[config.mk]
export PLATFORM = sky130hd
export DESIGN_NAME = moving_average_decline_detect_unit
export DESIGN_NICKNAME = d
export VERILOG_FILES = /design/src/rtl/mada_pkg.sv /design/src/rtl/moving_average_decline_detect_unit.sv /design/src/rtl/mada_cell.sv /design/src/rtl/mada_divider.sv
export VERILOG_INCLUDE_DIRS = /design/src /design/src/rtl
export SDC_FILE = /design/constraint.sdc
export NUM_CORES = 1
export LEC_CHECK = 0
export BUFFER_PORTS_ARGS = -buffer_cell sky130_fd_sc_hd__buf_2
export CORE_ASPECT_RATIO = 1.25
export CORE_MARGIN = 5
export CORE_UTILIZATION = 40
export DETAILED_ROUTE_END_ITERATION = 7
export GPL_ROUTABILITY_DRIVEN = 0
export PLACE_DENSITY = 0.58
export REMOVE_ABC_BUFFERS = 1
export SLEW_MARGIN = 40
export SYNTH_ARGS = -nofsm -noshare
export SYNTH_HDL_FRONTEND = slang
export SYNTH_HIERARCHICAL = 1
export SYNTH_SLANG_ARGS = --single-unit
[constraint.sdc]
create_clock -name clk -period 15.3 [get_ports clk]
set_clock_uncertainty 0.05 [all_clocks]
set_input_delay 0.765 -clock clk [delete_from_list [all_inputs] [get_ports clk]]
set_output_delay 0.765 -clock clk [all_outputs]
set_load 0.01 [all_outputs]
[src/rtl/moving_average_decline_detect_unit_assert.svh]
// Assertion macros shared by the moving average decline detector RTL.
`ifndef MOVING_AVERAGE_DECLINE_DETECT_UNIT_ASSERT_SVH
`define MOVING_AVERAGE_DECLINE_DETECT_UNIT_ASSERT_SVH

// Same-cycle implication, sampled on clk, off during reset.
`define MADA_ASSERT_NOW(lbl, ante, cons, msg) \
  lbl: assert property (@(posedge clk) disable iff (!rst_n) (ante) |-> (cons)) else $error(msg);

// Next-cycle implication, sampled on clk, off during reset.
`define MADA_ASSERT_NEXT(lbl, ante, cons, msg) \
  lbl: assert property (@(posedge clk) disable iff (!rst_n) (ante) |=> (cons)) else $error(msg);

`endif

[src/rtl/mada_pkg.sv]
// Shared constants and types of the moving average decline detector.
package mada_pkg;

  localparam int WINDOW_MAX_DEF  = 16;
  localparam int SAMPLE_BITS_DEF = 16;

  localparam int CFG_LEN_BITS = 5;
  localparam logic [CFG_LEN_BITS-1:0] WINDOW_LEN_RST = 5'd4;

  // Drops in a row that make the decline flag stick.
  localparam logic [1:0] DROPS_NEEDED = 2'd2;

  typedef enum logic [1:0] {
    S_IDLE,
    S_DIV,
    S_EMIT
  } mada_state_t;

endpackage

[src/rtl/moving_average_decline_detect_unit.sv]
// Top level of the boxcar moving average with sticky decline detection.
//
//   Port group  | Direction | Payload
//   in_         | slave     | tdata: sample; tlast: last sample of the series
//   out_        | master    | tdata: average, declining; tuser: has_average;
//               |           | tlast: last result of the series
//   cfg_        | write     | wr_data: window length
//
// After a sample with a result the block takes no new sample until the
// shared bit-serial divider, which produces one quotient bit per cycle, has
// finished and the result has moved on to the output register.
// Reset is synchronous, active low; the window cells need no clearing pass.
// A result waiting in the output register does not block the next request;
// a finished division waits only if that register is still full.
module moving_average_decline_detect_unit #(
  parameter int WINDOW_MAX  = mada_pkg::WINDOW_MAX_DEF,
  parameter int SAMPLE_BITS = mada_pkg::SAMPLE_BITS_DEF,
  localparam int IN_DATA_W  = ((SAMPLE_BITS + 7) / 8) * 8,
  localparam int OUT_DATA_W = ((SAMPLE_BITS + 1 + 7) / 8) * 8
) (
  input  logic                           clk,
  input  logic                           rst_n,
  input  logic                           in_tvalid,
  output logic                           in_tready,
  input  logic [IN_DATA_W-1:0]           in_tdata,   // [SAMPLE_BITS-1:0] sample
  input  logic                           in_tlast,
  output logic                           out_tvalid,
  input  logic                           out_tready,
  output logic [OUT_DATA_W-1:0]          out_tdata,  // average, then declining
  output logic                           out_tuser,  // has_average
  output logic                           out_tlast,
  input  logic                           cfg_wr_en,
  input  logic [mada_pkg::CFG_LEN_BITS-1:0] cfg_wr_data  // window_len
);

  import mada_pkg::*;

  `include "moving_average_decline_detect_unit_assert.svh"

  localparam int LEN_W = $clog2(WINDOW_MAX + 1);
  localparam int KW    = (LEN_W > CFG_LEN_BITS) ? LEN_W : CFG_LEN_BITS;
  localparam int SUM_W = SAMPLE_BITS + $clog2(WINDOW_MAX);

  mada_state_t state_r, state_nxt;

  logic [CFG_LEN_BITS-1:0] window_len_r;
  logic [KW-1:0]           active_r, fill_r;
  logic [SUM_W-1:0]        sum_r, prev_r;
  logic [1:0]              drop_r;
  logic                    decl_r;
  logic                    pend_has_r, pend_last_r, pend_decl_r;

  logic                    out_valid_r;
  logic [SAMPLE_BITS-1:0]  out_avg_r;
  logic                    out_has_r, out_decl_r, out_last_r;

  logic                    acc;
  logic [SAMPLE_BITS-1:0]  sample;
  logic [KW-1:0]           cfg_ext, cfg_eff, k_cur, fill_inc;
  logic                    had_full, full_now;
  logic [SUM_W-1:0]        sum_nxt;
  logic [1:0]              drop_nxt;
  logic                    decl_nxt;
  logic                    div_start, div_done;
  logic [SUM_W-1:0]        div_quot;
  logic                    emit;
  logic [SAMPLE_BITS-1:0]  tap_old;

  logic [SAMPLE_BITS-1:0]  cell_d   [WINDOW_MAX+1];
  logic [SAMPLE_BITS-1:0]  tap_link [WINDOW_MAX+1];

  assign sample = in_tdata[SAMPLE_BITS-1:0];
  assign acc    = in_tvalid && in_tready;

  // Clamp the programmed length to 1..WINDOW_MAX.
  assign cfg_ext = KW'(window_len_r);
  always_comb begin
    if (cfg_ext == '0) begin
      cfg_eff = KW'(1);
    end else if (cfg_ext > KW'(WINDOW_MAX)) begin
      cfg_eff = KW'(WINDOW_MAX);
    end else begin
      cfg_eff = cfg_ext;
    end
  end

  assign k_cur    = (fill_r == '0) ? cfg_eff : active_r;
  assign had_full = fill_r >= k_cur;
  assign fill_inc = had_full ? fill_r : fill_r + 1'b1;
  assign full_now = fill_inc >= k_cur;

  // Window shift line; cell 0 holds the newest sample.
  assign cell_d[0]   = sample;
  assign tap_link[0] = '0;
  for (genvar i = 0; i < WINDOW_MAX; i++) begin : g_cell
    mada_cell #(
      .IDX         (i),
      .KW          (KW),
      .SAMPLE_BITS (SAMPLE_BITS)
    ) u_cell (
      .clk      (clk),
      .shift_en (acc),
      .d_in     (cell_d[i]),
      .d_out    (cell_d[i+1]),
      .win_len  (k_cur),
      .tap_in   (tap_link[i]),
      .tap_out  (tap_link[i+1])
    );
  end
  assign tap_old = tap_link[WINDOW_MAX];

  assign sum_nxt = sum_r - (had_full ? SUM_W'(tap_old) : '0) + SUM_W'(sample);

  always_comb begin
    drop_nxt = drop_r;
    decl_nxt = decl_r;
    if (had_full) begin
      if (sum_nxt < prev_r) begin
        if (drop_r < DROPS_NEEDED) begin
          drop_nxt = drop_r + 1'b1;
        end
        if (drop_nxt >= DROPS_NEEDED) begin
          decl_nxt = 1'b1;
        end
      end else begin
        drop_nxt = '0;
      end
    end
  end

  assign div_start = acc && full_now;

  mada_divider #(
    .SUM_W (SUM_W),
    .KW    (KW)
  ) u_div (
    .clk      (clk),
    .rst_n    (rst_n),
    .start    (div_start),
    .dividend (sum_nxt),
    .divisor  (k_cur),
    .done     (div_done),
    .quotient (div_quot)
  );

  // Next state and handshake.
  always_comb begin
    state_nxt = state_r;
    in_tready = 1'b0;
    emit      = 1'b0;
    case (state_r)
      S_IDLE: begin
        in_tready = 1'b1;
        if (acc) begin
          if (full_now) begin
            state_nxt = S_DIV;
          end else if (in_tlast) begin
            state_nxt = S_EMIT;
          end
        end
      end
      S_DIV: begin
        if (div_done) begin
          state_nxt = S_EMIT;
        end
      end
      S_EMIT: begin
        if (!out_valid_r || out_tready) begin
          emit      = 1'b1;
          state_nxt = S_IDLE;
        end
      end
      default: begin
        state_nxt = S_IDLE;
      end
    endcase
  end

  always_ff @(posedge clk) begin
    if (!rst_n) begin
      state_r      <= S_IDLE;
      window_len_r <= WINDOW_LEN_RST;
      active_r     <= KW'(WINDOW_LEN_RST);
      fill_r       <= '0;
      sum_r        <= '0;
      prev_r       <= '0;
      drop_r       <= '0;
      decl_r       <= 1'b0;
      out_valid_r  <= 1'b0;
    end else begin
      state_r <= state_nxt;
      if (cfg_wr_en) begin
        window_len_r <= cfg_wr_data;
      end
      if (acc) begin
        if (in_tlast) begin
          // Drop all series state after the last sample.
          fill_r <= '0;
          sum_r  <= '0;
          prev_r <= '0;
          drop_r <= '0;
          decl_r <= 1'b0;
        end else begin
          fill_r <= fill_inc;
          sum_r  <= sum_nxt;
          if (full_now) begin
            prev_r <= sum_nxt;
            drop_r <= drop_nxt;
            decl_r <= decl_nxt;
          end
        end
        if (fill_r == '0) begin
          active_r <= cfg_eff;
        end
      end
      if (emit) begin
        out_valid_r <= 1'b1;
      end else if (out_tready) begin
        out_valid_r <= 1'b0;
      end
    end
  end

  // Result fields held while the division runs.
  always_ff @(posedge clk) begin
    if (acc) begin
      pend_has_r  <= full_now;
      pend_last_r <= in_tlast;
      pend_decl_r <= full_now ? decl_nxt : 1'b0;
    end
    if (emit) begin
      out_avg_r  <= pend_has_r ? div_quot[SAMPLE_BITS-1:0] : '0;
      out_has_r  <= pend_has_r;
      out_decl_r <= pend_decl_r;
      out_last_r <= pend_last_r;
    end
  end

  assign out_tvalid = out_valid_r;
  assign out_tdata  = OUT_DATA_W'({out_decl_r, out_avg_r});
  assign out_tuser  = out_has_r;
  assign out_tlast  = out_last_r;

  `MADA_ASSERT_NOW(a_done_in_div, div_done, state_r == S_DIV, "divider done outside division")
  `MADA_ASSERT_NOW(a_fill_le_len, fill_r != '0, fill_r <= active_r, "fill count beyond window")
  `MADA_ASSERT_NOW(a_drop_sticky, drop_r == DROPS_NEEDED, decl_r, "two drops without decline flag")
  `MADA_ASSERT_NOW(a_short_is_last, out_tvalid && !out_tuser, out_tlast && !out_tdata[SAMPLE_BITS],
                   "result without average not at series end")
  `MADA_ASSERT_NEXT(a_div_holds, state_r == S_DIV && !div_done, state_r == S_DIV,
                    "left division early")

endmodule

[src/rtl/mada_cell.sv]
// One window cell: holds a sample, shifts it on, and taps it out when selected.
module mada_cell #(
  parameter int IDX         = 0,
  parameter int KW          = 5,
  parameter int SAMPLE_BITS = 16
) (
  input  logic                   clk,
  input  logic                   shift_en,
  input  logic [SAMPLE_BITS-1:0] d_in,
  output logic [SAMPLE_BITS-1:0] d_out,
  input  logic [KW-1:0]          win_len,
  input  logic [SAMPLE_BITS-1:0] tap_in,
  output logic [SAMPLE_BITS-1:0] tap_out
);

  logic [SAMPLE_BITS-1:0] data_r;

  always_ff @(posedge clk) begin
    if (shift_en) begin
      data_r <= d_in;
    end
  end

  assign d_out = data_r;

  // This cell holds the sample that drops out of a window of IDX+1 entries.
  assign tap_out = (win_len == KW'(IDX + 1)) ? data_r : tap_in;

endmodule

[src/rtl/mada_divider.sv]
// Restoring divider, one quotient bit per cycle.
module mada_divider #(
  parameter int SUM_W = 20,
  parameter int KW    = 5
) (
  input  logic             clk,
  input  logic             rst_n,
  input  logic             start,
  input  logic [SUM_W-1:0] dividend,
  input  logic [KW-1:0]    divisor,
  output logic             done,
  output logic [SUM_W-1:0] quotient
);

  localparam int CNT_W = $clog2(SUM_W + 1);

  logic [SUM_W-1:0] dvd_r, dvd_nxt;
  logic [SUM_W-1:0] quot_r, quot_nxt;
  logic [KW-1:0]    rem_r, rem_nxt;
  logic [KW-1:0]    div_r;
  logic [CNT_W-1:0] cnt_r, cnt_nxt;
  logic             busy_r, busy_nxt;
  logic             done_r, done_nxt;
  logic [KW:0]      trial;
  logic [KW:0]      diff;

  assign trial = {rem_r, dvd_r[SUM_W-1]};
  assign diff  = trial - {1'b0, div_r};

  always_comb begin
    dvd_nxt  = dvd_r;
    quot_nxt = quot_r;
    rem_nxt  = rem_r;
    cnt_nxt  = cnt_r;
    busy_nxt = busy_r;
    done_nxt = 1'b0;
    if (start) begin
      dvd_nxt  = dividend;
      rem_nxt  = '0;
      cnt_nxt  = CNT_W'(SUM_W);
      busy_nxt = 1'b1;
    end else if (busy_r) begin
      dvd_nxt = {dvd_r[SUM_W-2:0], 1'b0};
      if (trial >= {1'b0, div_r}) begin
        rem_nxt  = diff[KW-1:0];
        quot_nxt = {quot_r[SUM_W-2:0], 1'b1};
      end else begin
        rem_nxt  = trial[KW-1:0];
        quot_nxt = {quot_r[SUM_W-2:0], 1'b0};
      end
      cnt_nxt = cnt_r - 1'b1;
      if (cnt_r == CNT_W'(1)) begin
        busy_nxt = 1'b0;
        done_nxt = 1'b1;
      end
    end
  end

  always_ff @(posedge clk) begin
    if (!rst_n) begin
      busy_r <= 1'b0;
      done_r <= 1'b0;
      cnt_r  <= '0;
    end else begin
      busy_r <= busy_nxt;
      done_r <= done_nxt;
      cnt_r  <= cnt_nxt;
    end
  end

  always_ff @(posedge clk) begin
    dvd_r  <= dvd_nxt;
    quot_r <= quot_nxt;
    rem_r  <= rem_nxt;
    if (start) begin
      div_r <= divisor;
    end
  end

  assign done     = done_r;
  assign quotient = quot_r;

endmodule

Word-level counts from Yosys, hierarchy flattened
Cells that the tools add are included.
{ "totals": {"in_bits": 27, "elab_cells": 154, "register_bits": 392, "out_inout_bits": 28} }
{ "classes": {"n_lt_le_gt_ge": 7, "reduce_logical": 17, "n_addsub": 6, "n_eq_ne": 23, "bitwise": 3, "muxes": 58} }
{ "op_table": {"columns": ["op", "n"], "rows": [
  ["2-to-1 mux 16 bit", 17],
  ["2-to-1 mux 20 bit", 5],
  ["equality test 5 x 4 -> 1 bit (second input constant)", 8],
  ["2-to-1 mux 5 bit", 8],
  ["2-to-1 mux 2 bit", 12],
  ["adder 20 x 16 -> 20 bit", 1],
  ["equality test 5 x 3 -> 1 bit (second input constant)", 4],
  ["< comparator 20 bit", 1],
  ["subtractor 20 x 16 -> 20 bit", 1],
  ["2-to-1 mux 1 bit", 15],
  ["equality test 5 x 1 -> 1 bit (second input constant)", 2],
  ["equality test 5 x 2 -> 1 bit (second input constant)", 2],
  ["greater-or-equal comparator 5 bit", 2],
  ["logical NOT 5 bit", 2],
  ["nonzero test 2 bit", 4],
  ["greater-or-equal comparator 6 x 5 -> 1 bit", 1],
  ["one-hot mux 2 bit (3 select lines)", 1],
  ["adder 5 x 1 -> 5 bit (second input constant)", 1],
  ["equality test 5 bit (second input constant)", 1],
  ["greater-than comparator 5 bit (second input constant)", 1],
  ["subtractor 5 x 1 -> 5 bit (second input constant)", 1],
  ["subtractor 5 bit", 1],
  ["inequality test 2 bit (second input constant)", 2],
  ["AND reduction 2 bit", 2],
  ["16 further kinds", 19]
]} }

Depth between registers and ports, before layout
{ "depth": {"ltp_word": 33, "ltp_mapped": 48, "ltp_nobuf": 46} }

Hierarchy
The synthesis kept the hierarchy.
{ "modules_own_cells": {"columns": ["module", "n_inst", "cells_each", "area_per_inst_um2"], "rows": [
  ["moving_average_decline_detect_unit", 1, 656, 5659.2],
  ["mada_cell at g_cell[10].u_cell ...", 4, 35, 762.0],
  ["mada_cell at g_cell[4].u_cell ...", 4, 36, 743.2],
  ["mada_divider", 1, 156, 2364.8],
  ["mada_cell at g_cell[3].u_cell ...", 2, 36, 742.0],
  ["mada_cell at g_cell[0].u_cell ...", 2, 35, 699.4],
  ["mada_cell at g_cell[11].u_cell ...", 2, 35, 696.9],
  ["mada_cell at g_cell[14].u_cell", 1, 35, 742.0],
  ["mada_cell at g_cell[15].u_cell", 1, 35, 728.2]
]} }

Least setup slack after synthesis
OpenSTA, ideal clock, no wires.
{ "synth_timing": {"kind": "reg2reg", "startpoint": "reg fill_r[0]", "endpoint": "reg pend_decl_r (data pin)", "synth_period_minus_slack_ps": 11793, "setup_ps": 130, "t_arrival_ps": 11613, "path_stages_with_launch": 43, "path_slack_ps": 3507, "required_time_ps": 15120, "cell_sequence": "dfxtp_1 > inv_1 > ha_1 > or4b_2 > clkbuf_1 > o31ai_1 > nand2_1 > nor4_4 > buf_6 > mux2_2 > mux2_4 > mux2_4 > mux2_4 > mux2_4 > mux2_4 > mux2_4 > mux2_4 > mux2_4 > (+7 left out) > inv_1 > ha_1 > a21o_1 > nor3b_1 > or2_1 > a311o_1 > nor2b_1 > nor2b_1 > xnor2_1 > ha_1 > a21oi_1 > nor2_1 > a211oi_1 > nor3b_1 > o311ai_0 > a21o_1 > nor3_1 > o21a_1"} }
{ "synth_lines": {"columns": ["element", "line_no", "rtl"], "rows": [
  ["start, declared", "moving_average_decline_detect_unit.sv:47", "logic [KW-1:0] active_r, fill_r;"],
  ["start signal, assigned", "moving_average_decline_detect_unit.sv:204", "fill_r <= fill_inc;"],
  ["end signal, assigned", "moving_average_decline_detect_unit.sv:229", "pend_decl_r <= full_now ? decl_nxt : 1'b0;"],
  ["end, declared", "moving_average_decline_detect_unit.sv:51", "logic pend_has_r, pend_last_r, pend_decl_r;"]
]} }

==> flow_metrics.py <==
metrics = {
    "placed_design": {
        "post_dp_cell_area_sq_mm": 0.0204,
        "pre_cts_slack_ps": 3810,
        "dp.cells": 2042,
        "dp_hpwl_microns": 24900,
        "io_buffers": 47,
    },
    "critical_path": {
        "ff2ff_setup_slack_ps": 3680,
        "crit_top_cell": "mux2_2",
        "endpoint": "pend_decl_r$_SDFFCE_PN0P_",
        "arrival_ps": 12000,
        "r2r_cells": 45,
        "end_kind": "flip-flop",
        "critPathSlowestCell": "or4b_2",
        "crit_required_ps": 15680,
        "regToRegEndpoint": "pend_decl_r$_SDFFCE_PN0P_",
        "slowest_delay_ps": 740,
        "crit_path_start_kind": "flip-flop",
        "r2r-start": "fill_r[0]$_SDFFE_PN0P_",
        "crit_path_max_fanout": 17,
        "worstSetupStartpoint": "fill_r[0]$_SDFFE_PN0P_",
        "critPathKind": "reg -> reg",
    },
    "detailed_routing": {
        "drc": 0,
        "wl_per_cell_microns": 17.6,
        "drt-pass1-iter-count": 5,
        "ant_nets": 0,
        "routed-via-count": 10600,
        "routed_wl_microns": 37300,
        "drt_iter0_markers": 468,
        "vias_per_cell": 4.98,
    },
    "sta": {
        "min_period_over_period": 0.759,
        "maxSlewViolCount": 0,
        "tightest_slew_ps": 865,
        "max_freq_mhz": 86.1,
        "worst_slack_ps": 3680,
        "period_needed_ps": 11620,
        "setup_violations": 0,
        "max_slew_margin": 0.423,
        "setup_tns_ps": 0,
        "finalHoldViolCount": 0,
        "rsz0062_at_grt": "false",
    },
    "hold_path": {
        "worstHoldPathCells": 1,
        "hold_path.class": "in -> reg",
    },
    "global_route": {
        "grt_usage": 0.137,
        "gr-total-overflow": 0,
        "grt_pass1_wl_microns": 60100,
        "grt_pass1_vias": 11000,
        "grt_max_degree": 116,
        "antenna_found_initial": 1,
    },
    "power": {
        "power_switching_share": 0.313,
        "finalPower_uw": 3570,
        "intPower_uw": 2450,
        "ir_worst_vdd_mv": 0.0865,
        "power_switching_uw": 1120,
        "comb_power_share": 0.324,
        "power_frac_clock": 0.288,
        "power_frac_seq": 0.388,
        "p_leak_uw": 0.00818,
        "power_density_mw_per_mm2": 164,
    },
    "die": {
        "chipWidth_microns": 208,
        "rows": 90,
        "die_h_microns": 258,
        "num_io_pins": 55,
        "die_area_sq_mm": 0.0537,
        "initial_core_util": 0.405,
        "core_sq_mm": 0.0485,
    },
    "clock_tree": {
        "numCtsBuffers": 43,
        "postCtsSetupRepairBufs": 0,
        "clk_pin_slew_ps": 60,
        "cts_hold_buf": 0,
        "clock_path_buffers": 3,
        "ctsRootBufferMaster": "clkbuf_16",
        "clock_sinks": 392,
        "ctsResizeCount": 0,
        "htreeDepth": 2,
        "cts_tree": "built",
        "worstSkewPairLatency_ps": 580,
    },
    "cells_and_area": {
        "fin_nets": 1546,
        "final_cell_area_sq_mm": 0.0218,
        "n_antenna_cell": 0,
        "area_growth_pct": 11.0,
        "layout_commonest_cell": "edfxtp_1",
        "multi_input_area_sq_mm": 0.00777,
        "drive_above_1_share": 0.300,
        "instances_no_fill": 2121,
        "final_cell_mix": "edfxtp_1 (319), mux2_2 (155), mux2_4 (120)",
        "fillerInstances": 4380,
        "layout.area.seq_sq_mm": 0.0110,
    },
    "flow_run": {
        "maxCapViolCount": 0,
    },
    "synth": {
        "syn_area_sq_mm": 0.0197,
        "yosysWarnings": 6,
        "synth.avg_cell_area_sq_um": 14.3,
        "synth_cells": 1374,
    },
    "status": {
        "status": "finished, final reports clean",
    },
}
[layout make-up]
cell class | instances | share of cell area
Clock buffer | 53 | 0.0553
Clock inverter | 26 | 0.00911
Inverter | 116 | 0.0203
Multi-Input combinational cell | 826 | 0.356
Sequential cell | 392 | 0.505
Tap cell | 644 | 0.0369
Timing Repair Buffer | 64 | 0.0170
[how the worst min path moves through the flow]
stage                     slack [ps]                                    to                 startpoint
after global placement           360                   out_tlast$_DFFE_PP_      pend_last_r$_DFFE_PP_
after CTS                        290   g_cell[0].u_cell/d_out[8]$_DFFE_PP_                in_tdata[8]
final                            330   g_cell[0].u_cell/d_out[8]$_DFFE_PP_                in_tdata[8]
after detailed placement         360                   out_tlast$_DFFE_PP_      pend_last_r$_DFFE_PP_
after global routing             300  g_cell[0].u_cell/d_out[13]$_DFFE_PP_               in_tdata[13]
after floorplan                  350                  out_decl_r$_DFFE_PP_  pend_decl_r$_SDFFCE_PN0P_
[layer usage]
metal / global-route usage / wire length, microns
met5: 0 / 0
met4: 0.0420 / 974
met3: 0.0245 / 1270
met2: 0.241 / 19000
met1: 0.171 / 16100
[power by group through the flow]
stage                     logic (uW)  clock network (uW)  registers, uW
after floorplan                  883                   0           1410
after global placement          1150                   0           1400
after detailed placement        1160                   0           1410
after CTS                       1170                1070           1390
after global routing            1290                1100           1400
final                           1160                1030           1390
[stage by stage]
stage                     hold WS, ps  utilization
after global placement            359        0.421
after global routing              303        0.450
after detailed placement          360        0.421
after floorplan                   350            -
after CTS                         289        0.450
final                             330        0.450
[flip-flops by register name (all words and copies together), names as in the netlist, 2 cells and up]
signal,cells
g_cell.u_cell/d_out,256
prev_r,20
sum_r,20
u_div/dvd_r,20
out_avg_r,16
u_div/quotient,16
active_r,5
cfg_ext,5
fill_r,5
u_div/cnt_r,5
u_div/div_r,5
u_div/rem_r,5
drop_r,2
state_r,2
[critical path: cells and delay by family (launching register included)]
family	cells	cell delay, ps
buf+inv	4	1000
xor+xnor	1	190
fa+ha+maj	4	1210
simple gates	12	2850
mux	16	4190
flops	1	360
compound gates	8	1650
Power figures use the tool's default switching activity.
